<file path="src/hw/rtl/gpd_pkg.sv">
// shared constants and decode functions for the gamepad report decoder
package gpd_pkg;

   localparam logic [7:0] REPORT_ID    = 8'h30;
   localparam int         NUM_BUTTONS  = 14;
   localparam int         NUM_AXES     = 4;
   localparam int         AXIS_W       = 12;
   localparam int         CAL_W        = 36;
   localparam int         QUOT_BITS    = 8;
   localparam int         NUM_W        = AXIS_W + 7;
   localparam int         DIV_W        = NUM_W + 1;
   // setup stage, one stage per quotient bit, result stage
   localparam int         LANE_LAT     = QUOT_BITS + 2;
   localparam int         CSR_ADDR_W   = 6;
   localparam int         CSR_DATA_W   = 64;

   localparam logic [3:0] HAT_CENTRED  = 4'd8;

   typedef enum logic [2:0] {
      CSR_LEFT_X  = 3'd0,
      CSR_LEFT_Y  = 3'd1,
      CSR_RIGHT_X = 3'd2,
      CSR_RIGHT_Y = 3'd3,
      CSR_MASK    = 3'd4
   } csr_index_type;

   typedef logic [4:0] btn_src_type [NUM_BUTTONS];
   localparam btn_src_type BTN_SRC = '{5'd2, 5'd3, 5'd0, 5'd1, 5'd22, 5'd6, 5'd23,
                                       5'd7, 5'd8, 5'd9, 5'd11, 5'd10, 5'd12, 5'd13};

   function automatic logic [NUM_BUTTONS-1:0] map_buttons(input logic [23:0] bytes_in);
      logic [NUM_BUTTONS-1:0] res;
      res = '0;
      for (int i = 0; i < NUM_BUTTONS; i++) begin
         res[i] = bytes_in[BTN_SRC[i]];
      end
      return res;
   endfunction

   // opposing pad directions cancel out
   function automatic logic [3:0] pad_to_hat(input logic [23:0] bytes_in);
      logic up, down, left, right;
      logic [3:0] res;
      down  = bytes_in[16] & ~bytes_in[17];
      up    = bytes_in[17] & ~bytes_in[16];
      right = bytes_in[18] & ~bytes_in[19];
      left  = bytes_in[19] & ~bytes_in[18];
      case ({up, down, left, right})
         4'b1000: res = 4'd0;
         4'b1001: res = 4'd1;
         4'b0001: res = 4'd2;
         4'b0101: res = 4'd3;
         4'b0100: res = 4'd4;
         4'b0110: res = 4'd5;
         4'b0010: res = 4'd6;
         4'b1010: res = 4'd7;
         default: res = HAT_CENTRED;
      endcase
      return res;
   endfunction

endpackage

</file>
<file path="src/hw/rtl/gamepad_report_decoder.sv">
// gamepad report decoder top level: csr block, four axis lanes and merge stage
//
// channel   direction  handshake                  payload
// req       in         req_valid / req_stall      report_id long_enough button_bytes sticks
// rsp       out        rsp_valid / rsp_stall      accepted buttons hat four axes
// csr       in/out     psel penable pwrite pready paddr pwdata prdata
//
// one item per cycle while not held; each item passes lane setup, eight divider stages
// (one quotient bit each), lane result and the merge register.
// the whole pipeline holds while a result waits with rsp_stall high.
// reset clears valid bits and calibration registers; no clearing pass.
module gamepad_report_decoder (
   input  logic                             clock,
   input  logic                             reset,
   input  logic                             req_valid,
   output logic                             req_stall,
   input  logic [7:0]                       req_report_id,
   input  logic                             req_long_enough,
   input  logic [23:0]                      req_button_bytes,
   input  logic [23:0]                      req_left_stick,
   input  logic [23:0]                      req_right_stick,
   output logic                             rsp_valid,
   input  logic                             rsp_stall,
   output logic                             rsp_accepted,
   output logic [13:0]                      rsp_buttons,
   output logic [3:0]                       rsp_hat,
   output logic [7:0]                       rsp_left_x,
   output logic [7:0]                       rsp_left_y,
   output logic [7:0]                       rsp_right_x,
   output logic [7:0]                       rsp_right_y,
   input  logic                             psel,
   input  logic                             penable,
   input  logic                             pwrite,
   input  logic [gpd_pkg::CSR_ADDR_W-1:0]   paddr,
   input  logic [gpd_pkg::CSR_DATA_W-1:0]   pwdata,
   output logic [gpd_pkg::CSR_DATA_W-1:0]   prdata,
   output logic                             pready
);
   import gpd_pkg::*;

   logic [CAL_W-1:0]    cal_ff [NUM_AXES];
   logic [NUM_AXES-1:0] mask_ff;
   csr_index_type       csr_idx_w;
   logic                csr_wr_w;

   logic                   advance;
   logic                   accepted_w;
   logic                   valid_ff [LANE_LAT];
   logic                   acc_ff   [LANE_LAT];
   logic [NUM_BUTTONS-1:0] btn_ff   [LANE_LAT];
   logic [3:0]             hat_ff   [LANE_LAT];
   logic [7:0]             lane_axis [NUM_AXES];
   logic [AXIS_W-1:0]      lane_raw  [NUM_AXES];

   logic                   rsp_valid_ff, rsp_acc_ff;
   logic [NUM_BUTTONS-1:0] rsp_btn_ff;
   logic [3:0]             rsp_hat_ff;
   logic [7:0]             rsp_axis_ff [NUM_AXES];

   // configuration port
   assign pready    = 1'b1;
   assign csr_idx_w = csr_index_type'(paddr[CSR_ADDR_W-1:3]);
   assign csr_wr_w  = psel && penable && pwrite;

   always_ff @(posedge clock) begin
      if (reset) begin
         for (int i = 0; i < NUM_AXES; i++) begin
            cal_ff[i] <= '0;
         end
         mask_ff <= '0;
      end else if (csr_wr_w) begin
         unique case (csr_idx_w)
            CSR_LEFT_X:  cal_ff[0] <= pwdata[CAL_W-1:0];
            CSR_LEFT_Y:  cal_ff[1] <= pwdata[CAL_W-1:0];
            CSR_RIGHT_X: cal_ff[2] <= pwdata[CAL_W-1:0];
            CSR_RIGHT_Y: cal_ff[3] <= pwdata[CAL_W-1:0];
            CSR_MASK:    mask_ff   <= pwdata[NUM_AXES-1:0];
            default:     ;
         endcase
      end
   end

   always_comb begin
      unique case (csr_idx_w)
         CSR_LEFT_X:  prdata = CSR_DATA_W'(cal_ff[0]);
         CSR_LEFT_Y:  prdata = CSR_DATA_W'(cal_ff[1]);
         CSR_RIGHT_X: prdata = CSR_DATA_W'(cal_ff[2]);
         CSR_RIGHT_Y: prdata = CSR_DATA_W'(cal_ff[3]);
         CSR_MASK:    prdata = CSR_DATA_W'(mask_ff);
         default:     prdata = '0;
      endcase
   end

   // pipeline moves as one unless the merge register holds an untaken item
   assign advance    = !rsp_valid_ff || !rsp_stall;
   assign req_stall  = !advance;
   assign accepted_w = (req_report_id == REPORT_ID) && req_long_enough;

   assign lane_raw[0] = req_left_stick[AXIS_W-1:0];
   assign lane_raw[1] = req_left_stick[2*AXIS_W-1:AXIS_W];
   assign lane_raw[2] = req_right_stick[AXIS_W-1:0];
   assign lane_raw[3] = req_right_stick[2*AXIS_W-1:AXIS_W];

   for (genvar a = 0; a < NUM_AXES; a++) begin : g_lane
      gpd_axis_lane u_lane (
         .clock      (clock),
         .advance    (advance),
         .raw        (lane_raw[a]),
         .cal        (cal_ff[a]),
         .calibrated (mask_ff[a]),
         .inverted   (a[0] == 1'b1),
         .axis_out   (lane_axis[a])
      );
   end

   // side pipe for the fields that need no divider
   always_ff @(posedge clock) begin
      if (reset) begin
         for (int s = 0; s < LANE_LAT; s++) begin
            valid_ff[s] <= 1'b0;
         end
      end else if (advance) begin
         valid_ff[0] <= req_valid;
         for (int s = 1; s < LANE_LAT; s++) begin
            valid_ff[s] <= valid_ff[s-1];
         end
      end
   end

   always_ff @(posedge clock) begin
      if (advance) begin
         acc_ff[0] <= accepted_w;
         btn_ff[0] <= map_buttons(req_button_bytes);
         hat_ff[0] <= pad_to_hat(req_button_bytes);
         for (int s = 1; s < LANE_LAT; s++) begin
            acc_ff[s] <= acc_ff[s-1];
            btn_ff[s] <= btn_ff[s-1];
            hat_ff[s] <= hat_ff[s-1];
         end
      end
   end

   // merge stage: rejected reports give all zero fields
   always_ff @(posedge clock) begin
      if (reset) begin
         rsp_valid_ff <= 1'b0;
      end else if (advance) begin
         rsp_valid_ff <= valid_ff[LANE_LAT-1];
      end
   end

   always_ff @(posedge clock) begin
      if (advance) begin
         rsp_acc_ff <= acc_ff[LANE_LAT-1];
         rsp_btn_ff <= acc_ff[LANE_LAT-1] ? btn_ff[LANE_LAT-1] : '0;
         rsp_hat_ff <= acc_ff[LANE_LAT-1] ? hat_ff[LANE_LAT-1] : '0;
         for (int a = 0; a < NUM_AXES; a++) begin
            rsp_axis_ff[a] <= acc_ff[LANE_LAT-1] ? lane_axis[a] : '0;
         end
      end
   end

   assign rsp_valid    = rsp_valid_ff;
   assign rsp_accepted = rsp_acc_ff;
   assign rsp_buttons  = rsp_btn_ff;
   assign rsp_hat      = rsp_hat_ff;
   assign rsp_left_x   = rsp_axis_ff[0];
   assign rsp_left_y   = rsp_axis_ff[1];
   assign rsp_right_x  = rsp_axis_ff[2];
   assign rsp_right_y  = rsp_axis_ff[3];

   a_reject_zero: assert property (@(posedge clock) disable iff (reset)
      rsp_valid && !rsp_accepted |-> rsp_buttons == '0 && rsp_hat == '0 &&
         rsp_left_x == '0 && rsp_left_y == '0 && rsp_right_x == '0 && rsp_right_y == '0)
      else $error("rejected item carries non-zero fields");

   a_hat_range: assert property (@(posedge clock) disable iff (reset)
      rsp_valid |-> rsp_hat <= HAT_CENTRED)
      else $error("hat value out of range");

   a_stall_link: assert property (@(posedge clock) disable iff (reset)
      req_stall == (rsp_valid && rsp_stall))
      else $error("input stall does not follow output back-pressure");

   a_hold_result: assert property (@(posedge clock) disable iff (reset)
      rsp_valid && rsp_stall |=> rsp_valid && $stable(rsp_left_y) && $stable(rsp_buttons))
      else $error("held result changed");

endmodule

</file>
<file path="src/hw/rtl/gpd_axis_lane.sv">
// one stick axis lane: calibration scaling with a pipelined restoring divider, or raw bypass when uncalibrated
module gpd_axis_lane (
   input  logic                         clock,
   input  logic                         advance,
   input  logic [gpd_pkg::AXIS_W-1:0]   raw,
   input  logic [gpd_pkg::CAL_W-1:0]    cal,
   input  logic                         calibrated,
   input  logic                         inverted,
   output logic [7:0]                   axis_out
);
   import gpd_pkg::*;

   logic [AXIS_W-1:0]        center_w, below_w, above_w, span_w;
   logic signed [AXIS_W+1:0] delta_w, sdelta_w, ndelta_w;
   logic                     neg_w, ovf_w;
   logic [AXIS_W-1:0]        mag_w;
   logic [NUM_W-1:0]         num_w;
   logic [AXIS_W:0]          uinv_w;
   logic [7:0]               byp_w;

   logic [NUM_W-1:0]     rem_ff  [QUOT_BITS+1];
   logic [NUM_W-1:0]     rem_in  [QUOT_BITS+1];
   logic [QUOT_BITS-1:0] quot_ff [QUOT_BITS+1];
   logic [QUOT_BITS-1:0] quot_in [QUOT_BITS+1];
   logic [AXIS_W-1:0]    span_ff [QUOT_BITS+1];
   logic                 neg_ff  [QUOT_BITS+1];
   logic                 ovf_ff  [QUOT_BITS+1];
   logic                 cal_ff  [QUOT_BITS+1];
   logic [7:0]           byp_ff  [QUOT_BITS+1];
   logic [7:0]           axis_ff, axis_in;
   logic [DIV_W-1:0]     trial_w [QUOT_BITS+1];
   logic [QUOT_BITS-1:0] q_w;
   logic [QUOT_BITS:0]   low_w;

   always_comb begin
      center_w = cal[AXIS_W-1:0];
      below_w  = cal[2*AXIS_W-1:AXIS_W];
      above_w  = cal[3*AXIS_W-1:2*AXIS_W];
      delta_w  = $signed({2'b00, raw}) - $signed({2'b00, center_w});
      span_w   = delta_w[AXIS_W+1] ? below_w : above_w;
      if (span_w == '0) begin
         span_w = AXIS_W'(1);
      end
      sdelta_w = inverted ? -delta_w : delta_w;
      ndelta_w = -sdelta_w;
      neg_w    = sdelta_w[AXIS_W+1];
      mag_w    = neg_w ? ndelta_w[AXIS_W-1:0] : sdelta_w[AXIS_W-1:0];
      // times 128 for a negative (possibly inverted) delta, times 127 otherwise
      num_w    = neg_w ? {mag_w, 7'b0} : ({mag_w, 7'b0} - {7'b0, mag_w});
      ovf_w    = {1'b0, num_w} >= {span_w, 8'b0};
      uinv_w   = (AXIS_W+1)'(4096) - {1'b0, raw};
      byp_w    = inverted ? (uinv_w[AXIS_W] ? 8'd255 : uinv_w[AXIS_W-1:4]) : raw[AXIS_W-1:4];
   end

   always_comb begin
      rem_in[0]  = num_w;
      quot_in[0] = '0;
      trial_w[0] = '0;
      for (int s = 1; s <= QUOT_BITS; s++) begin
         trial_w[s] = DIV_W'({8'b0, span_ff[s-1]}) << (QUOT_BITS - s);
         if ({1'b0, rem_ff[s-1]} >= trial_w[s]) begin
            rem_in[s]  = rem_ff[s-1] - trial_w[s][NUM_W-1:0];
            quot_in[s] = {quot_ff[s-1][QUOT_BITS-2:0], 1'b1};
         end else begin
            rem_in[s]  = rem_ff[s-1];
            quot_in[s] = {quot_ff[s-1][QUOT_BITS-2:0], 1'b0};
         end
      end
   end

   always_comb begin
      q_w   = quot_ff[QUOT_BITS];
      low_w = (QUOT_BITS+1)'(128) - {1'b0, q_w};
      if (!cal_ff[QUOT_BITS]) begin
         axis_in = byp_ff[QUOT_BITS];
      end else if (!neg_ff[QUOT_BITS]) begin
         axis_in = (ovf_ff[QUOT_BITS] || q_w[7]) ? 8'd255 : {1'b1, q_w[6:0]};
      end else begin
         axis_in = (ovf_ff[QUOT_BITS] || low_w[QUOT_BITS]) ? 8'd0 : low_w[7:0];
      end
   end

   always_ff @(posedge clock) begin
      if (advance) begin
         rem_ff[0]  <= rem_in[0];
         quot_ff[0] <= quot_in[0];
         span_ff[0] <= span_w;
         neg_ff[0]  <= neg_w;
         ovf_ff[0]  <= ovf_w;
         cal_ff[0]  <= calibrated;
         byp_ff[0]  <= byp_w;
         for (int s = 1; s <= QUOT_BITS; s++) begin
            rem_ff[s]  <= rem_in[s];
            quot_ff[s] <= quot_in[s];
            span_ff[s] <= span_ff[s-1];
            neg_ff[s]  <= neg_ff[s-1];
            ovf_ff[s]  <= ovf_ff[s-1];
            cal_ff[s]  <= cal_ff[s-1];
            byp_ff[s]  <= byp_ff[s-1];
         end
         axis_ff <= axis_in;
      end
   end

   assign axis_out = axis_ff;

endmodule
</file>
<file path="config.mk">
export PLATFORM = sky130hd
export DESIGN_NAME = gamepad_report_decoder
export DESIGN_NICKNAME = d
export VERILOG_FILES = /design/src/hw/rtl/gpd_pkg.sv /design/src/hw/rtl/gamepad_report_decoder.sv /design/src/hw/rtl/gpd_axis_lane.sv
export SDC_FILE = /design/constraint.sdc
export NUM_CORES = 2
export LEC_CHECK = 0
export ABC_CLOCK_PERIOD_IN_PS = 46500
export BUFFER_PORTS_ARGS = -buffer_cell sky130_fd_sc_hd__buf_2
export CORE_UTILIZATION = 57
export CTS_CLUSTER_DIAMETER = 30
export DETAILED_ROUTE_END_ITERATION = 8
export PLACE_DENSITY = 0.76
export REMOVE_ABC_BUFFERS = 1
export SLEW_MARGIN = 5
export SYNTH_ARGS = -nofsm -noshare
export SYNTH_HDL_FRONTEND = slang
export SYNTH_SLANG_ARGS = --single-unit
</file>
<file path="constraint.sdc">
create_clock -name clock -period 46.5 [get_ports clock]
set_input_delay 4.65 -clock clock [delete_from_list [all_inputs] [get_ports clock]]
set_output_delay 4.65 -clock clock [all_outputs]
set_load 0.01 [all_outputs]
</file>
After elaboration in Yosys (flattened, before gate mapping)
Memories as Yosys holds them, arrays and structs flattened. A register that Yosys moved wholly into a read port is not among the register bits. Cells that the tools add are included.

Memories: 35. Bits in read-only memories: 64. Input bits: 158. Logic and storage cells: 319. Register bits: 37. Output and inout port bits: 118. RAM bits: 2176.

Equal/unequal tests: 5. Bitwise operators: 22. Reduce and logical (&&, ||, !) cells: 23. Add/subtract/negate cells: 52. Mux-type cells: 140. $lt $le $gt $ge: 36.

Memories: g_lane[0].u_lane.rem_ff (words 9, bits a word 19, read ports 8, clocked after Yosys merged registers in 0, wr ports 9, line gpd_axis_lane.sv:21) `logic [NUM_W-1:0] rem_ff [QUOT_BITS+1];`; g_lane[1].u_lane.rem_ff (words 9, bits a word 19, read ports 8, clocked after Yosys merged registers in 0, wr ports 9, line gpd_axis_lane.sv:21); g_lane[2].u_lane.rem_ff (words 9, bits a word 19, read ports 8, clocked after Yosys merged registers in 0, wr ports 9, line gpd_axis_lane.sv:21); g_lane[3].u_lane.rem_ff (words 9, bits a word 19, read ports 8, clocked after Yosys merged registers in 0, wr ports 9, line gpd_axis_lane.sv:21); cal_ff (words 4, bits a word 36, read ports 4, clocked after Yosys merged registers in 0, wr ports 4, line gamepad_report_decoder.sv:41) `logic [CAL_W-1:0] cal_ff [NUM_AXES];`; btn_ff (words 10, bits a word 14, read ports 10, clocked after Yosys merged registers in 1, wr ports 10, line gamepad_report_decoder.sv:50) `logic [NUM_BUTTONS-1:0] btn_ff [LANE_LAT];`; +29 memories.

Operators with widths (count): 19-bit 2-to-1 mux (36); 36-bit case mux with 5 select lines (1); 19-bit by 12-bit subtractor with 19-bit output (8); 12-bit 2-to-1 mux (12); 36-bit 2-to-1 mux (4); 8-bit 2-to-1 mux (18); 19-bit by 20-bit >= comparator with 1-bit output (4); 19-bit by 12-bit >= comparator with 1-bit output (4); 19-bit by 13-bit >= comparator with 1-bit output (4); 19-bit by 14-bit >= comparator with 1-bit output (4); 19-bit by 15-bit >= comparator with 1-bit output (4); 19-bit by 16-bit >= comparator with 1-bit output (4); 19-bit by 17-bit >= comparator with 1-bit output (4); 19-bit by 18-bit >= comparator with 1-bit output (4); 19-bit >= comparator (4); 19-bit by 13-bit subtractor with 19-bit output (4); 19-bit by 14-bit subtractor with 19-bit output (4); 19-bit by 15-bit subtractor with 19-bit output (4); 19-bit by 16-bit subtractor with 19-bit output (4); 19-bit by 17-bit subtractor with 19-bit output (4); 19-bit by 18-bit subtractor with 19-bit output (4); 19-bit subtractor (4); 1-bit 2-to-1 mux (64); 12-bit by 12-bit subtractor with 13-bit output (4); 19 further kinds (67).

Longest topological paths before layout
An unclocked memory read counts as a cell.

Word-level depth: 8. Mapped depth: 35. Gate-level depth less buffers: 32.

By module
From an unflattened synthesis, not the netlist that was laid out.

Cells, all modules: 7666. Area total of the unflattened synthesis: 96795.3 µm².

Modules (own cells, without submodules): gpd_axis_lane at g_lane[2].u_lane (area an instance 20474.6 µm², seq. area each 11741.3 µm², times used 1, cells each 1707); gpd_axis_lane at g_lane[1].u_lane (area an instance 20455.9 µm², seq. area each 11741.3 µm², times used 1, cells each 1721); gpd_axis_lane at g_lane[0].u_lane (area an instance 20393.3 µm², seq. area each 11741.3 µm², times used 1, cells each 1721); gpd_axis_lane at g_lane[3].u_lane (area an instance 20359.5 µm², seq. area each 11741.3 µm², times used 1, cells each 1714); gamepad_report_decoder (area an instance 15112.0 µm², seq. area each 11961.5 µm², times used 1, cells each 803).

Worst setup path before layout
Ideal clock, no wire load.

Path kind: input-to-output. Start point: input port rsp_stall. End point: output port req_stall. Stages on the path: 2. Data required time: 41.850 ns. Slack: -6.099 ns. Arrival: 47.949 ns. Path buffers: 0. Cell sequence: nand2_1 -> inv_1.

Word-level cells in the longest chain between the ends: 3.

Ends and longest elaborated chain: from (decl) (line gamepad_report_decoder.sv:23) `input logic rsp_stall,`; 1-bit logical NOT (line gamepad_report_decoder.sv:95) `assign advance = !rsp_valid_ff || !rsp_stall;`; 1-bit logical OR (line gamepad_report_decoder.sv:95); 1-bit logical NOT (line gamepad_report_decoder.sv:96) `assign req_stall = !advance;`; to (decl) (line gamepad_report_decoder.sv:16) `output logic req_stall,`.

No other way between the ends.

Worst setup path in the final report
Start point: input port paddr[3] in the netlist's numbering. End point: output port prdata[5] in the netlist's numbering.

Word-level cells in the longest chain between the ends: 2.

Ends and longest elaborated chain: from (decl) (line gamepad_report_decoder.sv:34) `input logic [gpd_pkg::CSR_ADDR_W-1:0] paddr,`; 3-bit == test, or another cell as far along (line gamepad_report_decoder.sv:84) `unique case (csr_idx_w)`; 36-bit case mux with 5 select lines * (line gamepad_report_decoder.sv:84); to (decl) (line gamepad_report_decoder.sv:36) `output logic [gpd_pkg::CSR_DATA_W-1:0] prdata,`.

Every way passes the cells marked *; elsewhere a longest branch is shown, timed or not.

==> impl_metrics.json <==
{
  "status": "complete, no violations",
  "fin_setup_tns_ps": 0,
  "synth-edff-count": 1959,
  "routed-via-count": 56900,
  "cp.arrival_ps": 6590,
  "routed_wl_um": 191000,
  "firstDrtPassIters": 7,
  "hold_buffers": 0,
  "netlist_instances": 7213,
  "drcViolationCount": 0,
  "grt_max_degree": 208,
  "placed_area_mm2": 0.0965,
  "clkTransAtPathRegs_ps": 50,
  "dp.cells": 9493,
  "setup_viol": 0,
  "viasPerCell": 5.60,
  "cts_root_buffer": "clkbuf_16",
  "dieArea_mm2": 0.165,
  "grt_pass1_vias": 56600,
  "switchingPower_mw": 2.23,
  "drive_gt1_share_pct": 12.1,
  "crit_buf_inv": 3,
  "cp.required_ps": 41850,
  "cts_tree": "done",
  "r2r_end": "g_lane[1].u_lane.ovf_ff[0][0]",
  "p_int_mw": 5.10,
  "die_y_um": 406,
  "overflow": 0,
  "dpl_worst_slack_ps": 34480,
  "core_mm2": 0.161,
  "synth_seq_cells": 1964,
  "vdd_drop_max_mv": 0.0414,
  "swShare_pct": 30.5,
  "antenna_found_initial": 30,
  "row_count": 147,
  "ys_seq_area_share_pct": 63.4,
  "r2r_start": "cal_ff[1][0]",
  "h-tree-depth": 5,
  "areaGrowthSynthToFinish_pct": 16.7,
  "start_kind": "primary input",
  "n_fill_cell": 11000,
  "critPathLaunch": "paddr[3]",
  "wire_per_inst_um": 18.8,
  "crit_slowest_cell": "nor2b_1",
  "cts_buffer_depth": 4,
  "max_slew_margin_pct": 18.7,
  "final_design_area_no_fill_mm2": 0.108,
  "cellPowerDensity_mw_per_mm2": 67.6,
  "hpwl_um": 133000,
  "cp_num_cells": 6,
  "worst_slack_ps": 35260,
  "async_reset_ff_share_pct": 0,
  "path_cells": "buf_2 > nor2b_1 > nor2b_2 > buf_4 > a221o_1 > buf_2",
  "grt_setup_unrepaired": "false",
  "fin_nets": 8392,
  "multiInputGateArea_mm2": 0.0305,
  "start_util_pct": 57.7,
  "endpoint": "prdata[5]",
  "drtAntennaViolNets": 0,
  "final_cells": 10100,
  "io_buffers": 209,
  "skew_ps": 63.2,
  "cts-resized-gates": 0,
  "yosys_warnings": 0,
  "gp_congestion": 0.911,
  "grt_pass1_wl_um": 300000,
  "min_period_over_period_pct": 24.2,
  "p_comb_share_pct": 27.8,
  "cp_top_family": "buffers and inverters",
  "die_w_um": 406,
  "cp_common_cell": "buf_2",
  "clk_latency_ps": 940,
  "leakage_nw": 44.8,
  "seq_area_mm2": 0.0589,
  "crit_type": "primary input to output pin",
  "path_max_fanout": 34,
  "drtIter0Drc": 4907,
  "rr_worst_depth": 23,
  "finalCriticalPeriod_ps": 11240,
  "numCtsBuffers": 359,
  "syn_area_mm2": 0.0929,
  "cts_sinks": 1964,
  "maxCapViolCount": 0,
  "cts_setup_buffers": 0,
  "r2r_setup_slack_ps": 38770,
  "seqPwrFrac_pct": 37.6,
  "syn_avg_cell_area_um2": 12.9,
  "tightest_slew_ps": 1190,
  "pwr-share-clk_pct": 34.6,
  "crit_path_max_incr_delay_ps": 430,
  "ys_types": 107,
  "io_pins": 276,
  "fmax_mhz": 89.0,
  "synthFlopType": "edfxtp_1",
  "slew_violations": 0,
  "end_kind": "output pin",
  "track_usage_pct": 23.2,
  "hold_viol": 0,
  "min_path_type": "flop to flop"
}
[state kept, by name (all words and copies together), names as in the netlist, 14 cells and up]
signal,count
g_lane.u_lane.ovf_ff,36
cal_ff,144
g_lane.u_lane.axis_out,32
rsp_buttons,14
g_lane.u_lane.cal_ff,36
rsp_axis_ff,32
g_lane.u_lane.span_ff,384
g_lane.u_lane.quot_ff,144
btn_ff,140
hat_ff,40
g_lane.u_lane.byp_ff,288
g_lane.u_lane.neg_ff,36
g_lane.u_lane.rem_ff,608
[worst min-delay path by stage]
stage | start | endpoint | slack, ps | depth (start not counted)
global route | btn_ff[4][4] | btn_ff[5][4] | 380 | 0
detailed placement | btn_ff[0][9] | btn_ff[1][9] | 400 | 0
finish | btn_ff[4][4] | btn_ff[5][4] | 380 | 0
CTS | btn_ff[4][4] | btn_ff[5][4] | 380 | 0
global placement | acc_ff[8] | acc_ff[9] | 400 | 0
floorplan | acc_ff[0] | acc_ff[1] | 400 | 0
[cells in the final DEF (no fill, tap or decap), types with 30 or more instances in the layout]
master and count:
and3_1 39, a22o_1 31, clkinvlp_4 36, nor3_1 93
o21ai_0 385, ha_1 508, a21oi_1 381, o31ai_1 59
nor4_1 59, bufinv_16 45, and2_1 235, fa_1 32
xnor2_1 226, a221o_1 37, o21a_1 46, mux2_2 67
clkinv_1 45, inv_6 38, a21o_1 132, a211oi_1 30
xor2_1 162, nand4_1 89, clkinv_2 43, nor2b_1 101
a31oi_1 47, a21boi_0 81, clkbuf_16 362, buf_2 209
inv_1 782, edfxtp_1 1959, nor2_1 416, nand3_1 79
or3_1 37, buf_4 43, nand2_1 411, nand2b_1 106
clkbuf_1 33, mux2i_1 74
[per-stage QoR]
| step | utilization [%] | hold WS, ps | power [mW] |
|---|---|---|---|
| finish | 67.3 | 383 | 7.33 |
| global route | 67.3 | 375 | 7.74 |
| CTS | 67.3 | 382 | 7.36 |
| detailed placement | 59.9 | 405 | 4.77 |
| global placement | 59.9 | 400 | 4.67 |
| floorplan | - | 400 | 4.24 |
[cells in the mapped netlist (all sizes together) (13+ instances only)]
| cell type | number | area share, % |
|---|---|---|
| edfxtp | 1959 | 63 |
| inv | 783 | 3.2 |
| ha | 508 | 6.8 |
| nor2 | 416 | 1.7 |
| nand2 | 412 | 1.7 |
| o21ai | 389 | 2.1 |
| a21oi | 383 | 2.1 |
| and2 | 238 | 1.6 |
| xnor2 | 228 | 2.2 |
| xor2 | 165 | 1.6 |
| a21o | 132 | 1.1 |
| clkbuf | 120 | 0.49 |
| nand2b | 106 | 0.71 |
| nor2b | 102 | 0.69 |
| nor3 | 97 | 0.55 |
| nand4 | 89 | 0.60 |
| a21boi | 82 | 0.66 |
| nand3 | 80 | 0.44 |
| mux2i | 75 | 0.81 |
| mux2 | 68 | 0.83 |
| o31ai | 61 | 0.51 |
| nor4 | 60 | 0.40 |
| a31oi | 51 | 0.35 |
| o21a | 46 | 0.37 |
| buf | 42 | 0.30 |
| and3 | 39 | 0.26 |
| a221o | 37 | 0.40 |
| or3 | 37 | 0.25 |
| fa | 32 | 0.69 |
| a22o | 31 | 0.29 |
| a211oi | 30 | 0.24 |
| or2 | 25 | 0.17 |
| nor3b | 19 | 0.16 |
| a221oi | 17 | 0.16 |
| o21bai | 17 | 0.14 |
| o22ai | 17 | 0.13 |
| o22a | 16 | 0.15 |
| or4 | 15 | 0.13 |
| nand3b | 14 | 0.11 |
| and4 | 13 | 0.12 |
[power by group through the flow]
stage / clock network [mW] / logic [mW] / registers, mW
after floorplan: 0 / 1.56 / 2.68
after detailed placement: 0 / 1.99 / 2.78
after global placement: 0 / 1.91 / 2.76
final: 2.53 / 2.04 / 2.76
after CTS: 2.58 / 2.02 / 2.75
after global routing: 2.66 / 2.28 / 2.80
[metal layers]
layer  vias up  routed length (µm)  track usage, %
met5         -                 181               0
met4        28                7250            9.70
met3       477               13700            5.56
met1     27000               77800            28.8
met2      1928               92100            38.9
li1      27400                   -               -
[layout make-up]
cell class	instances	area share, %
repair buffers	255	1.32
well taps	2160	2.49
flip-flops and latches	1964	54.3
diodes	15	0.0346
multi-input cells	4331	28.1
clock buffers	396	8.48
inverters	783	2.71
clock inverters	245	2.52
[logic make-up (layout without fill, tap and decap cells)]
logic type / count (synthesis) / in the layout / synth area share [%]
DFF: 1964 / 1964 / 63.4
AOI/OAI and AO/OA: 1420 / 1420 / 9.73
other: 2 / 44 / 0.00808
muxes: 143 / 143 / 1.64
and+or+nand+nor: 1806 / 1806 / 9.98
adders and majority gates: 540 / 540 / 7.53
xor gates and xnor gates: 393 / 393 / 3.74
buffers and inverters: 945 / 1679 / 3.95
No activity file was read; power rests on OpenSTA's default activity.
